$ cat src/design/yafr_pkg.sv
// Package for the 4:2:0 alpha fade recode block.
// Holds the stage-advance struct, the BT.601 constants and the shift and clamp helpers.
// No dependencies.
package yafr_pkg;

   localparam int unsigned PixWidth = 8;
   localparam int unsigned SumWidth = 16;

   localparam logic [SumWidth-1:0] KR_OFFSET    = 16'd24224;
   localparam logic [SumWidth-1:0] KG_OFFSET    = 16'd2016;
   localparam logic [SumWidth-1:0] KB_OFFSET    = 16'd5152;
   localparam logic [SumWidth-1:0] KY_MUL       = 16'd42;
   localparam logic [SumWidth-1:0] KRV_MUL      = 16'd153;
   localparam logic [SumWidth-1:0] KGV_MUL      = 16'd47;
   localparam logic [SumWidth-1:0] KGU_MUL      = 16'd100;
   localparam logic [SumWidth-1:0] KY_OFF_A     = 16'd8192;
   localparam logic [SumWidth-1:0] KY_OFF_B     = 16'd16384;
   localparam logic [SumWidth-1:0] KY_BIAS      = 16'd112;
   localparam logic [SumWidth-1:0] KC_BIAS      = 16'd128;
   localparam logic [SumWidth-1:0] KB_BIAS      = 16'd256;

   localparam logic [PixWidth-1:0] ALPHA_RESET  = 8'd1;

   // register word indexes on the configuration port
   localparam logic REG_ALPHA = 1'b0;

   typedef struct packed {
      logic s1;
      logic s2;
      logic s3;
      logic s4;
      logic s5;
   } adv_type;

   // floor(x / 256) of a 16-bit value, sign extended back to 16 bits
   function automatic logic [SumWidth-1:0] sra8(input logic [SumWidth-1:0] x);
      sra8 = {{8{x[15]}}, x[15:8]};
   endfunction

   // saturate a signed 16-bit value to 0..255
   function automatic logic [PixWidth-1:0] clamp_u8(input logic [SumWidth-1:0] x);
      if (x[15]) begin
         clamp_u8 = 8'd0;
      end else if (x[14:8] != 7'd0) begin
         clamp_u8 = 8'd255;
      end else begin
         clamp_u8 = x[7:0];
      end
   endfunction

endpackage

$ cat src/design/yafr_lane.sv
// One pixel lane of the alpha fade recode: YUV to RGB, fade, RGB back to luma.
// Five register stages, each loaded on its bit of the advance struct.
// Depends on yafr_pkg.
module yafr_lane (
   input  logic                         clock,
   input  yafr_pkg::adv_type            adv,
   input  logic [yafr_pkg::PixWidth-1:0] alpha,
   input  logic [yafr_pkg::PixWidth-1:0] luma,
   input  logic [yafr_pkg::PixWidth-1:0] cb,
   input  logic [yafr_pkg::PixWidth-1:0] cr,
   output logic [yafr_pkg::PixWidth-1:0] fade_r,
   output logic [yafr_pkg::PixWidth-1:0] fade_g,
   output logic [yafr_pkg::PixWidth-1:0] fade_b,
   output logic [yafr_pkg::PixWidth-1:0] luma_out
);

   logic [yafr_pkg::SumWidth-1:0] y16, u16, v16;
   logic [yafr_pkg::SumWidth-1:0] rsum_in, gsum_in, bsum_in;
   logic [yafr_pkg::SumWidth-1:0] rsum_ff, gsum_ff, bsum_ff;
   logic [yafr_pkg::PixWidth-1:0] y1_ff, u1_ff, v1_ff;
   logic [yafr_pkg::SumWidth-1:0] y1w, u1w, v1w;
   logic [yafr_pkg::PixWidth-1:0] r0_in, g0_in, b0_in;
   logic [yafr_pkg::PixWidth-1:0] r0_ff, g0_ff, b0_ff;
   logic [yafr_pkg::SumWidth-1:0] rprod, gprod, bprod;
   logic [yafr_pkg::PixWidth-1:0] r_ff, g_ff, b_ff;
   logic [yafr_pkg::SumWidth-1:0] r16, g16, b16;
   logic [yafr_pkg::SumWidth-1:0] ysum_in, ysum_ff;
   logic [yafr_pkg::PixWidth-1:0] luma_in, luma_ff;

   assign y16 = {8'd0, luma};
   assign u16 = {8'd0, cb};
   assign v16 = {8'd0, cr};

   always_comb begin
      rsum_in = yafr_pkg::KY_MUL * y16 + yafr_pkg::KRV_MUL * v16 - yafr_pkg::KR_OFFSET;
      gsum_in = yafr_pkg::KY_MUL * y16 - yafr_pkg::KGU_MUL * u16 + yafr_pkg::KG_OFFSET
                + yafr_pkg::KGV_MUL * v16;
      bsum_in = yafr_pkg::KY_MUL * y16 + (u16 << 2) - yafr_pkg::KB_OFFSET;
   end

   assign y1w = {8'd0, y1_ff};
   assign u1w = {8'd0, u1_ff};
   assign v1w = {8'd0, v1_ff};

   always_comb begin
      r0_in = yafr_pkg::clamp_u8(yafr_pkg::sra8(rsum_ff) + y1w - yafr_pkg::KC_BIAS + v1w);
      g0_in = yafr_pkg::clamp_u8(yafr_pkg::sra8(gsum_ff) + y1w + yafr_pkg::KC_BIAS - v1w);
      b0_in = yafr_pkg::clamp_u8(yafr_pkg::sra8(bsum_ff) + y1w - yafr_pkg::KB_BIAS
                                 + (u1w << 1));
   end

   assign rprod = {8'd0, alpha} * {8'd0, r0_ff};
   assign gprod = {8'd0, alpha} * {8'd0, g0_ff};
   assign bprod = {8'd0, alpha} * {8'd0, b0_ff};

   assign r16 = {8'd0, r_ff};
   assign g16 = {8'd0, g_ff};
   assign b16 = {8'd0, b_ff};

   always_comb begin
      ysum_in = 16'd66 * r16 - yafr_pkg::KY_OFF_A + 16'd129 * g16 - yafr_pkg::KY_OFF_B
                + 16'd25 * b16;
      luma_in = yafr_pkg::clamp_u8(yafr_pkg::sra8(ysum_ff) + yafr_pkg::KY_BIAS);
   end

   always_ff @(posedge clock) begin
      if (adv.s1) begin
         rsum_ff <= rsum_in;
         gsum_ff <= gsum_in;
         bsum_ff <= bsum_in;
         y1_ff   <= luma;
         u1_ff   <= cb;
         v1_ff   <= cr;
      end
      if (adv.s2) begin
         r0_ff <= r0_in;
         g0_ff <= g0_in;
         b0_ff <= b0_in;
      end
      if (adv.s3) begin
         r_ff <= rprod[15:8];
         g_ff <= gprod[15:8];
         b_ff <= bprod[15:8];
      end
      if (adv.s4) begin
         ysum_ff <= ysum_in;
      end
      if (adv.s5) begin
         luma_ff <= luma_in;
      end
   end

   assign fade_r   = r_ff;
   assign fade_g   = g_ff;
   assign fade_b   = b_ff;
   assign luma_out = luma_ff;

endmodule

$ cat src/design/yuv420_alpha_fade_recode.sv
// Top level of the 4:2:0 alpha fade recode: handshake, alpha register, four lanes,
// chroma recode of the top-left pixel.
// Depends on yafr_pkg and yafr_lane.
//
// One beat on req_ carries a 2x2 block: four luma samples and the shared U and V.
// One beat on rsp_ returns the four faded luma values and new U and V, the chroma
// taken from the faded top-left pixel only.
// The datapath is a five-stage pipeline: a block accepted into the first stage
// passes the stage registers in order to rsp_valid. Unless req_stall is high, one
// block enters every cycle; throughput is one beat per cycle, set by the stage
// registers, each holding one constant multiply-add, clamp, or 8x8 fade multiply.
// When rsp_stall is high, the output stage holds its beat; earlier stages keep
// filling empty slots, and req_stall rises only once every stage holds a beat
// and the output stage is stalled.
// The alpha register lies at byte address 0 of the csr_ port; writes affect blocks
// processed later; the user must write only while the pipe is empty (not enforced).
// Reset (synchronous, active high) empties the pipeline and sets alpha to 1.
module yuv420_alpha_fade_recode (
   input  logic        clock,
   input  logic        reset,
   input  logic        req_valid,
   output logic        req_stall,
   input  logic [7:0]  req_luma_top_left,
   input  logic [7:0]  req_luma_top_right,
   input  logic [7:0]  req_luma_bottom_left,
   input  logic [7:0]  req_luma_bottom_right,
   input  logic [7:0]  req_chroma_blue_in,
   input  logic [7:0]  req_chroma_red_in,
   output logic        rsp_valid,
   input  logic        rsp_stall,
   output logic [7:0]  rsp_luma_out_top_left,
   output logic [7:0]  rsp_luma_out_top_right,
   output logic [7:0]  rsp_luma_out_bottom_left,
   output logic [7:0]  rsp_luma_out_bottom_right,
   output logic [7:0]  rsp_chroma_blue_out,
   output logic [7:0]  rsp_chroma_red_out,
   input  logic        csr_psel,
   input  logic        csr_penable,
   input  logic        csr_pwrite,
   input  logic [2:0]  csr_paddr,
   input  logic [31:0] csr_pwdata,
   output logic [31:0] csr_prdata,
   output logic        csr_pready
);

   localparam int Stages = 5;

   logic [Stages-1:0]             valid_ff, valid_in, ready;
   yafr_pkg::adv_type             adv;
   logic [yafr_pkg::PixWidth-1:0] alpha_ff, alpha_in;
   logic                          csr_write;
   logic [yafr_pkg::PixWidth-1:0] fade_r, fade_g, fade_b;
   logic [yafr_pkg::SumWidth-1:0] r16, g16, b16;
   logic [yafr_pkg::SumWidth-1:0] cbsum_in, crsum_in, cbsum_ff, crsum_ff;
   logic [yafr_pkg::PixWidth-1:0] cb_in, cr_in, cb_ff, cr_ff;

   // configuration port
   assign csr_pready = 1'b1;
   assign csr_write  = csr_psel && csr_penable && csr_pwrite && csr_pready;

   always_comb begin
      alpha_in = alpha_ff;
      if (csr_write && (csr_paddr[2] == yafr_pkg::REG_ALPHA)) begin
         alpha_in = csr_pwdata[7:0];
      end
   end

   always_comb begin
      csr_prdata = 32'd0;
      if (csr_paddr[2] == yafr_pkg::REG_ALPHA) begin
         csr_prdata = {24'd0, alpha_ff};
      end
   end

   // stage advance: a stage loads when it is empty or the next one moves
   always_comb begin
      ready[Stages-1] = !valid_ff[Stages-1] || !rsp_stall;
      for (int k = Stages - 2; k >= 0; k--) begin
         ready[k] = !valid_ff[k] || ready[k+1];
      end
      valid_in = valid_ff;
      if (ready[0]) begin
         valid_in[0] = req_valid;
      end
      for (int k = 1; k < Stages; k++) begin
         if (ready[k]) begin
            valid_in[k] = valid_ff[k-1];
         end
      end
   end

   assign adv.s1 = ready[0];
   assign adv.s2 = ready[1];
   assign adv.s3 = ready[2];
   assign adv.s4 = ready[3];
   assign adv.s5 = ready[4];

   assign req_stall = !ready[0];
   assign rsp_valid = valid_ff[Stages-1];

   always_ff @(posedge clock) begin
      if (reset) begin
         valid_ff <= '0;
         alpha_ff <= yafr_pkg::ALPHA_RESET;
      end else begin
         valid_ff <= valid_in;
         alpha_ff <= alpha_in;
      end
   end

   // pixel lanes
   yafr_lane u_lane_tl (
      .clock    (clock),
      .adv      (adv),
      .alpha    (alpha_ff),
      .luma     (req_luma_top_left),
      .cb       (req_chroma_blue_in),
      .cr       (req_chroma_red_in),
      .fade_r   (fade_r),
      .fade_g   (fade_g),
      .fade_b   (fade_b),
      .luma_out (rsp_luma_out_top_left)
   );

   yafr_lane u_lane_tr (
      .clock    (clock),
      .adv      (adv),
      .alpha    (alpha_ff),
      .luma     (req_luma_top_right),
      .cb       (req_chroma_blue_in),
      .cr       (req_chroma_red_in),
      .fade_r   (),
      .fade_g   (),
      .fade_b   (),
      .luma_out (rsp_luma_out_top_right)
   );

   yafr_lane u_lane_bl (
      .clock    (clock),
      .adv      (adv),
      .alpha    (alpha_ff),
      .luma     (req_luma_bottom_left),
      .cb       (req_chroma_blue_in),
      .cr       (req_chroma_red_in),
      .fade_r   (),
      .fade_g   (),
      .fade_b   (),
      .luma_out (rsp_luma_out_bottom_left)
   );

   yafr_lane u_lane_br (
      .clock    (clock),
      .adv      (adv),
      .alpha    (alpha_ff),
      .luma     (req_luma_bottom_right),
      .cb       (req_chroma_blue_in),
      .cr       (req_chroma_red_in),
      .fade_r   (),
      .fade_g   (),
      .fade_b   (),
      .luma_out (rsp_luma_out_bottom_right)
   );

   // chroma from the faded top-left pixel
   assign r16 = {8'd0, fade_r};
   assign g16 = {8'd0, fade_g};
   assign b16 = {8'd0, fade_b};

   always_comb begin
      cbsum_in = 16'd112 * b16 - 16'd38 * r16 + yafr_pkg::KC_BIAS - 16'd74 * g16;
      crsum_in = 16'd112 * r16 - 16'd94 * g16 + yafr_pkg::KC_BIAS - 16'd18 * b16;
      cb_in    = yafr_pkg::clamp_u8(yafr_pkg::sra8(cbsum_ff) + yafr_pkg::KC_BIAS);
      cr_in    = yafr_pkg::clamp_u8(yafr_pkg::sra8(crsum_ff) + yafr_pkg::KC_BIAS);
   end

   always_ff @(posedge clock) begin
      if (adv.s4) begin
         cbsum_ff <= cbsum_in;
         crsum_ff <= crsum_in;
      end
      if (adv.s5) begin
         cb_ff <= cb_in;
         cr_ff <= cr_in;
      end
   end

   assign rsp_chroma_blue_out = cb_ff;
   assign rsp_chroma_red_out  = cr_ff;

endmodule
$ cat config.mk
export PLATFORM = sky130hd
export DESIGN_NAME = yuv420_alpha_fade_recode
export DESIGN_NICKNAME = d
export VERILOG_FILES = /design/src/design/yafr_pkg.sv /design/src/design/yafr_lane.sv /design/src/design/yuv420_alpha_fade_recode.sv
export SDC_FILE = /design/constraint.sdc
export NUM_CORES = 2
export LEC_CHECK = 0
export BUFFER_PORTS_ARGS = -buffer_cell sky130_fd_sc_hd__buf_2
export CORE_MARGIN = 3
export CORE_UTILIZATION = 30
export CTS_BUF_LIST = sky130_fd_sc_hd__clkbuf_2 sky130_fd_sc_hd__clkbuf_4 sky130_fd_sc_hd__clkbuf_8
export DETAILED_ROUTE_END_ITERATION = 10
export SYNTH_ARGS = -nofsm -noshare
export SYNTH_HDL_FRONTEND = slang
export SYNTH_HIERARCHICAL = 1
export SYNTH_SLANG_ARGS = --single-unit
$ cat constraint.sdc
create_clock -name clock -period 14.8 [get_ports clock]
set_input_delay 0.74 -clock clock [delete_from_list [all_inputs] [get_ports clock]]
set_output_delay 0.74 -clock clock [all_outputs]
set_load 0.05 [all_outputs]
# Word level (Yosys, flattened, before mapping)

Cells that the tools add are included.
Widths: inputs -> output; s select.

Output and inout port bits: 83
Register bits after elaboration: 589

Reductions and logical operators: 33
Mux-type cells: 19
$mul: 37
Add/sub/neg operators: 92
Bitwise operators: 1

Operators with widths:

| operator               | count |
|---|---|
| $add 16x16->16         | 12 |
| $mul 8x8->16           | 12 |
| $mux 8                 | 19 |
| $mul 5x8->13 const A   | 10 |
| $sub 16x15->16 const B | 8 |
| $reduce_bool 7->1      | 18 |
| $add 8x9->10           | 12 |
| $mul 6x8->14 const A   | 7 |
| $add 16x8->16 const B  | 6 |
| $mul 8x8->16 const A   | 5 |
| $add 14x16->16         | 4 |
| $add 16x10->16         | 4 |
| $add 16x11->16 const B | 4 |
| $add 16x8->16          | 4 |
| $add 16x9->16          | 4 |
| $sub 16x13->16 const B | 4 |
| $sub 16x14->16 const B | 4 |
| $sub 16x16->16         | 4 |
| $sub 16x8->16          | 4 |
| $sub 16x8->16 const B  | 4 |
| $sub 16x9->16 const B  | 4 |
| $add 8x8->9 const B    | 4 |
| $mul 3x8->11 const A   | 2 |
| $add 8x9->10 const B   | 2 |
| other kinds (9)        | 21 |

# Logic depth before layout (Yosys ltp)

Depth in word-level cells: 7
Gate-level depth with buffers: 25
Depth with buffers taken out: 25

# Modules after synthesis

The synthesis kept the hierarchy.

By module, submodules not included:

| module                   | area an instance (sq um) | times used | cells each |
|---|---|---|---|
| yafr_lane (u_lane_br)    | 17714.5                  | 1          | 1745 |
| yafr_lane (u_lane_bl)    | 17553.1                  | 1          | 1708 |
| yafr_lane (u_lane_tr)    | 17525.6                  | 1          | 1701 |
| yafr_lane (u_lane_tl)    | 17499.3                  | 1          | 1703 |
| yuv420_alpha_fade_recode | 6932.9                   | 1          | 706 |

# Worst setup path before layout

No wires, ideal clock.

Path type: input -> output
Start point: input rsp_stall
End point: output req_stall
Stages: 4
Required time: 14.060 ns
Setup slack: 4.839 ns
Arrival time: 9.221 ns
Cell sequence: and3_1 > clkbuf_1 > nand4_1 > inv_1

RTL lines:

| element         | RTL line                       | RTL |
|---|---|---|
| start, declared | yuv420_alpha_fade_recode.sv:30 | `input logic rsp_stall,` |
| end, declared   | yuv420_alpha_fade_recode.sv:22 | `output logic req_stall,` |

# Worst setup path in the final report

Start point: input req_luma_bottom_left[1]
End point: register u_lane_bl/gsum_ff[14] (netlist name), data pin

Cells in the longest elaborated chain, start to end: 4

RTL lines:

| element                        | RTL line                       | RTL |
|---|---|---|
| start, declared                | yuv420_alpha_fade_recode.sv:25 | `input logic [7:0] req_luma_bottom_left,` |
| $mul 5x8->13                   | yafr_lane.sv:36                | `gsum_in = yafr_pkg::KY_MUL * y16 - yafr_pkg::KGU_MUL * u16 + yafr_pkg::KG_OFFSET` |
| $sub 16x16->16                 | yafr_lane.sv:36                |  |
| $add 16x11->16                 | yafr_lane.sv:36                |  |
| $add 16x16->16                 | yafr_lane.sv:37                | `+ yafr_pkg::KGV_MUL * v16;` |
| via u_lane_bl.gsum_in, one bit | yafr_lane.sv:18                | `logic [yafr_pkg::SumWidth-1:0] rsum_in, gsum_in, bsum_in;` |
| end signal, assigned           | yafr_lane.sv:69                | `gsum_ff <= gsum_in;` |
| end, declared                  | yafr_lane.sv:19                | `logic [yafr_pkg::SumWidth-1:0] rsum_ff, gsum_ff, bsum_ff;` |

The timed path passes the listed nets, and every way through them passes these cells.
A chain may end at the register's enable or synchronous reset.

==> impl_results.md <==
* Post-cts hold buffer count at 0
* Critical path class: in -> reg
* Setup bufs post-CTS at 0
* Routed vias at 51000
* Slew margin rel. at between 30% and 40%
* Peak supply drop at approximately 0.18 mV
* Post-synthesis sequential area ratio at 19.0%
* Synth Instances at around 7600
* Cell area power density at ~180 nW/µm²
* Die H at 513 µm
* CTS clk-pin slew, worst paths at ~0.060 ns
* Post-synth ARST share at 0%
* Post-synth EDFFs at 480
* Vias in the first global route at roughly 55000
* Antenna-violating nets left at 0
* Switching portion of total power at a little under half
* Post-CTS sizing at 0
* Starting density of the core at between 30% and 40%
* DRT Pass-1 Iters at 6
* Core area at 255000 µm²
* CTS Buf Count at 84
* Crit start category: input port
* # nets final at about 10000
* Critical Path Slowest Stage Cell: fa_1
* Status: finished clean
* Clk sinks at 493
* DR WL/cell at between 15 and 20 µm
* Largest fanout on the critical path at 5
* Residual DRC at 0
* Final min period at around 6.4 ns
* FP Rows at 185
* Worst setup EP type: register
* Sw power at just over 7 mW
* RSZ-0062 raised after global routing: no
* Hold Slack at 0.198 ns
* Top FF cell, synth: edfxtp_1
* Clock share of power at a little under a tenth
* Unique cell type count in the Yosys netlist at approximately 100
* Port Buffer Count at about 120
* Maxcap violations at 0
* Sequential Power Share at 20.3%
* First-pass GRT wire length at between 200 and 300 mm
* Full die area at 264000 µm²
* Synthesized cell area at about 77000 µm²
* Synth area leaders: ha_1 26%, fa_1 24%, edfxtp_1 19%
* P_int at around 7.7 mW
* Layout cells sized above 1 at under 10%
* Layout Utilization at 32.9%
* CTS tree: built
* Detailed placement HPWL at about 140 mm
* Cells after DPL at 11000
* R2R Setup Slk at 8.76 ns
* Final non-filler cell total at roughly 11000
* GRT Overall Usage at a little over an eighth
* Post-synth top area share at about a quarter
* Clock latency on the worst-skew pair at between 0.7 and 0.8 ns
* Worst Path Required at 15.32 ns
* Hold Path Class: in -> reg
* Leakage Power at around 44 nW
* Setup TNS at 0 ns
* Top Ports at approximately 170
* Fillers at around 26000
* H-Tree Depth at 3
* Die Wd at around 500 µm
* Max incr delay on CP at slightly above 0.5 ns
* Routability cong. at between 0.8 and 0.9
* Grt ovf at 0
* Final hold vios at 0
* Max Root-Sink Buffers at 3
* Cell taking the most area after synthesis: ha_1
* Final WL at ~170 mm
* Syn Area/Cell at between 10 and 15 µm²
* Combinational Power Share at 70.4%
* Worst Max-Slew Pin Slew at between 0.9 and 1 ns
* Root buffer cell: clkbuf_8
* Crit path top cell by count: ha_1
* Initial antenna violation count at 28
* Largest net degree at the start of global routing at between 70 and 80
* Worst path cell trace: buf_2 > ha_1 > ha_1 > ha_1 > ha_1 > xnor2_1 > inv_1 > fa_1 > inv_1 > fa_1 > inv_1 > fa_1 > inv_1 > fa_1 > ha_1 > and4_1 > a221oi_1 > o21ai_0 > o21ai_0 > a21boi_0 > o21ai_0 > a21oi_1
* Vias per cell at ~4.6
* Fin crit share at a little over two fifths
* Endpoints failing setup at 0
* Drt initial violations at approximately 2100
* P&R area growth vs syn at 8.63%
* Final max-slew violation count at 0
* Arrival @ worst endpoint at roughly 7 ns
* Setup skew after layout at ~0.042 ns
* Synth Register Bits at 493
* Max Fclk at around 160 MHz
* Synthesis Warnings at 6
## area by class of cell
class	instances	area, µm²	area share [%]
Multi-Input combinational cell	5303	55900	66.6
Sequential cell	493	14700	17.5
Inverter	1698	6370	7.60
Tap cell	3366	4210	5.02
Clock buffer	94	1230	1.47
Timing Repair Buffer	160	898	1.07
Clock inverter	60	604	0.720
Antenna cell	8	20.0	0.0239
## sequential cells by signal, indices dropped and copies added, names as in the netlist, 9 cells and up
name,count
u_lane_bl/bsum_ff,9
u_lane_bl/rsum_ff,9
u_lane_br/bsum_ff,9
u_lane_br/rsum_ff,9
u_lane_tl/bsum_ff,9
u_lane_tl/rsum_ff,9
u_lane_tr/bsum_ff,9
u_lane_tr/rsum_ff,9
## logic make-up (layout without fill, tap and decap cells)
group	count (synthesis)	in the layout	synth area share [%]
multiplexers	11	11	0.146
adder cells (fa/ha/maj)	2551	2551	50.5
AO/OA/AOI/OAI	897	897	7.79
XOR/XNOR	386	386	4.38
other	2	33	0.00972
AND/OR/NAND/NOR	1433	1433	9.34
buffers and inverters	1790	2012	8.82
flip-flops	493	493	19.0
## path summary, 6_finish.rpt
check	startpoint	to	cells past startpoint
hold reg to reg	crsum_ff[8]	rsp_chroma_red_out[0]	0
hold / removal	req_luma_top_right[3]	u_lane_tr/y1_ff[3]	1
setup reg to reg	alpha_ff[5]	u_lane_tl/fade_b[7]	14
setup / recovery	req_luma_bottom_left[1]	u_lane_bl/gsum_ff[14]	22
## cell usage in the layout (no fill, tap or decap), types with 10 or more instances in the layout
cell type	synthesis	final
inv_1	1696	1695
ha_1	1606	1606
fa_1	945	945
edfxtp_1	480	480
nand2_1	467	465
and2_1	395	395
a21oi_1	323	323
xnor2_1	246	246
nor2_1	235	235
xor2_1	140	140
buf_2	0	121
o21ai_0	112	112
a21o_1	110	110
clkbuf_8	0	84
nor2b_1	74	74
nor3_1	67	67
o21a_1	63	63
buf_4	25	39
nand2b_1	37	37
o21bai_1	36	36
o21ai_1	33	33
nand3_1	28	27
conb_1	2	25
and3_1	23	23
nand4_1	19	19
a211oi_1	19	19
clkinv_1	0	19
a31oi_1	18	18
clkinv_2	0	16
or2_2	15	15
or3_1	13	13
nand4b_1	11	11
o31ai_1	11	11
o211ai_1	10	10
clkbuf_4	0	10
bufinv_16	0	10
## synth_stat cells, drive strengths merged, types with 63 or more instances
cell type	instances
clkbuf	66
o21ai	151
xor2	140
nor2	235
o21a	63
inv	1698
ha	1606
nor3	69
a21oi	331
a21o	110
xnor2	246
edfxtp	480
nand2	467
fa	945
nor2b	74
and2	395
## power by group through the flow
stage                     logic, mW  clock network, mW  registers (mW)
after floorplan                7.95                  0            2.92
after global placement         10.1                  0            3.02
after detailed placement       10.4                  0            3.04
after CTS                      10.5               1.45            3.01
after global routing           12.0               1.49            3.07
final                          10.4               1.38            3.01
## through the flow
stage / setup WS (ns) / total power, mW / area [µm²]
after floorplan: 4.84 / 10.9 / 77300
after global placement: 7.75 / 13.1 / 82000
after detailed placement: 7.70 / 13.4 / 82000
after CTS: 8.53 / 15.0 / 83900
after global routing: 8.24 / 16.6 / 83900
final: 8.42 / 14.8 / 83900
## critical path: cells and delay by family
kind / cells / cell delay [ns]
compound gates: 6 / 1.50
xor+xnor: 1 / 0.24
fa+ha+maj: 9 / 3.67
buf+inv: 5 / 0.56
simple gates: 1 / 0.18
## routing by layer
layer	global-route usage (%)	vias to the layer above	part of all wire, %
li1	-	24900	-
met4	3.29	14	2.3
met3	1.55	205	3.6
met2	23.5	758	49
met1	16.9	25200	45
met5	0	-	0.054
Power figures use the tool's default switching activity.
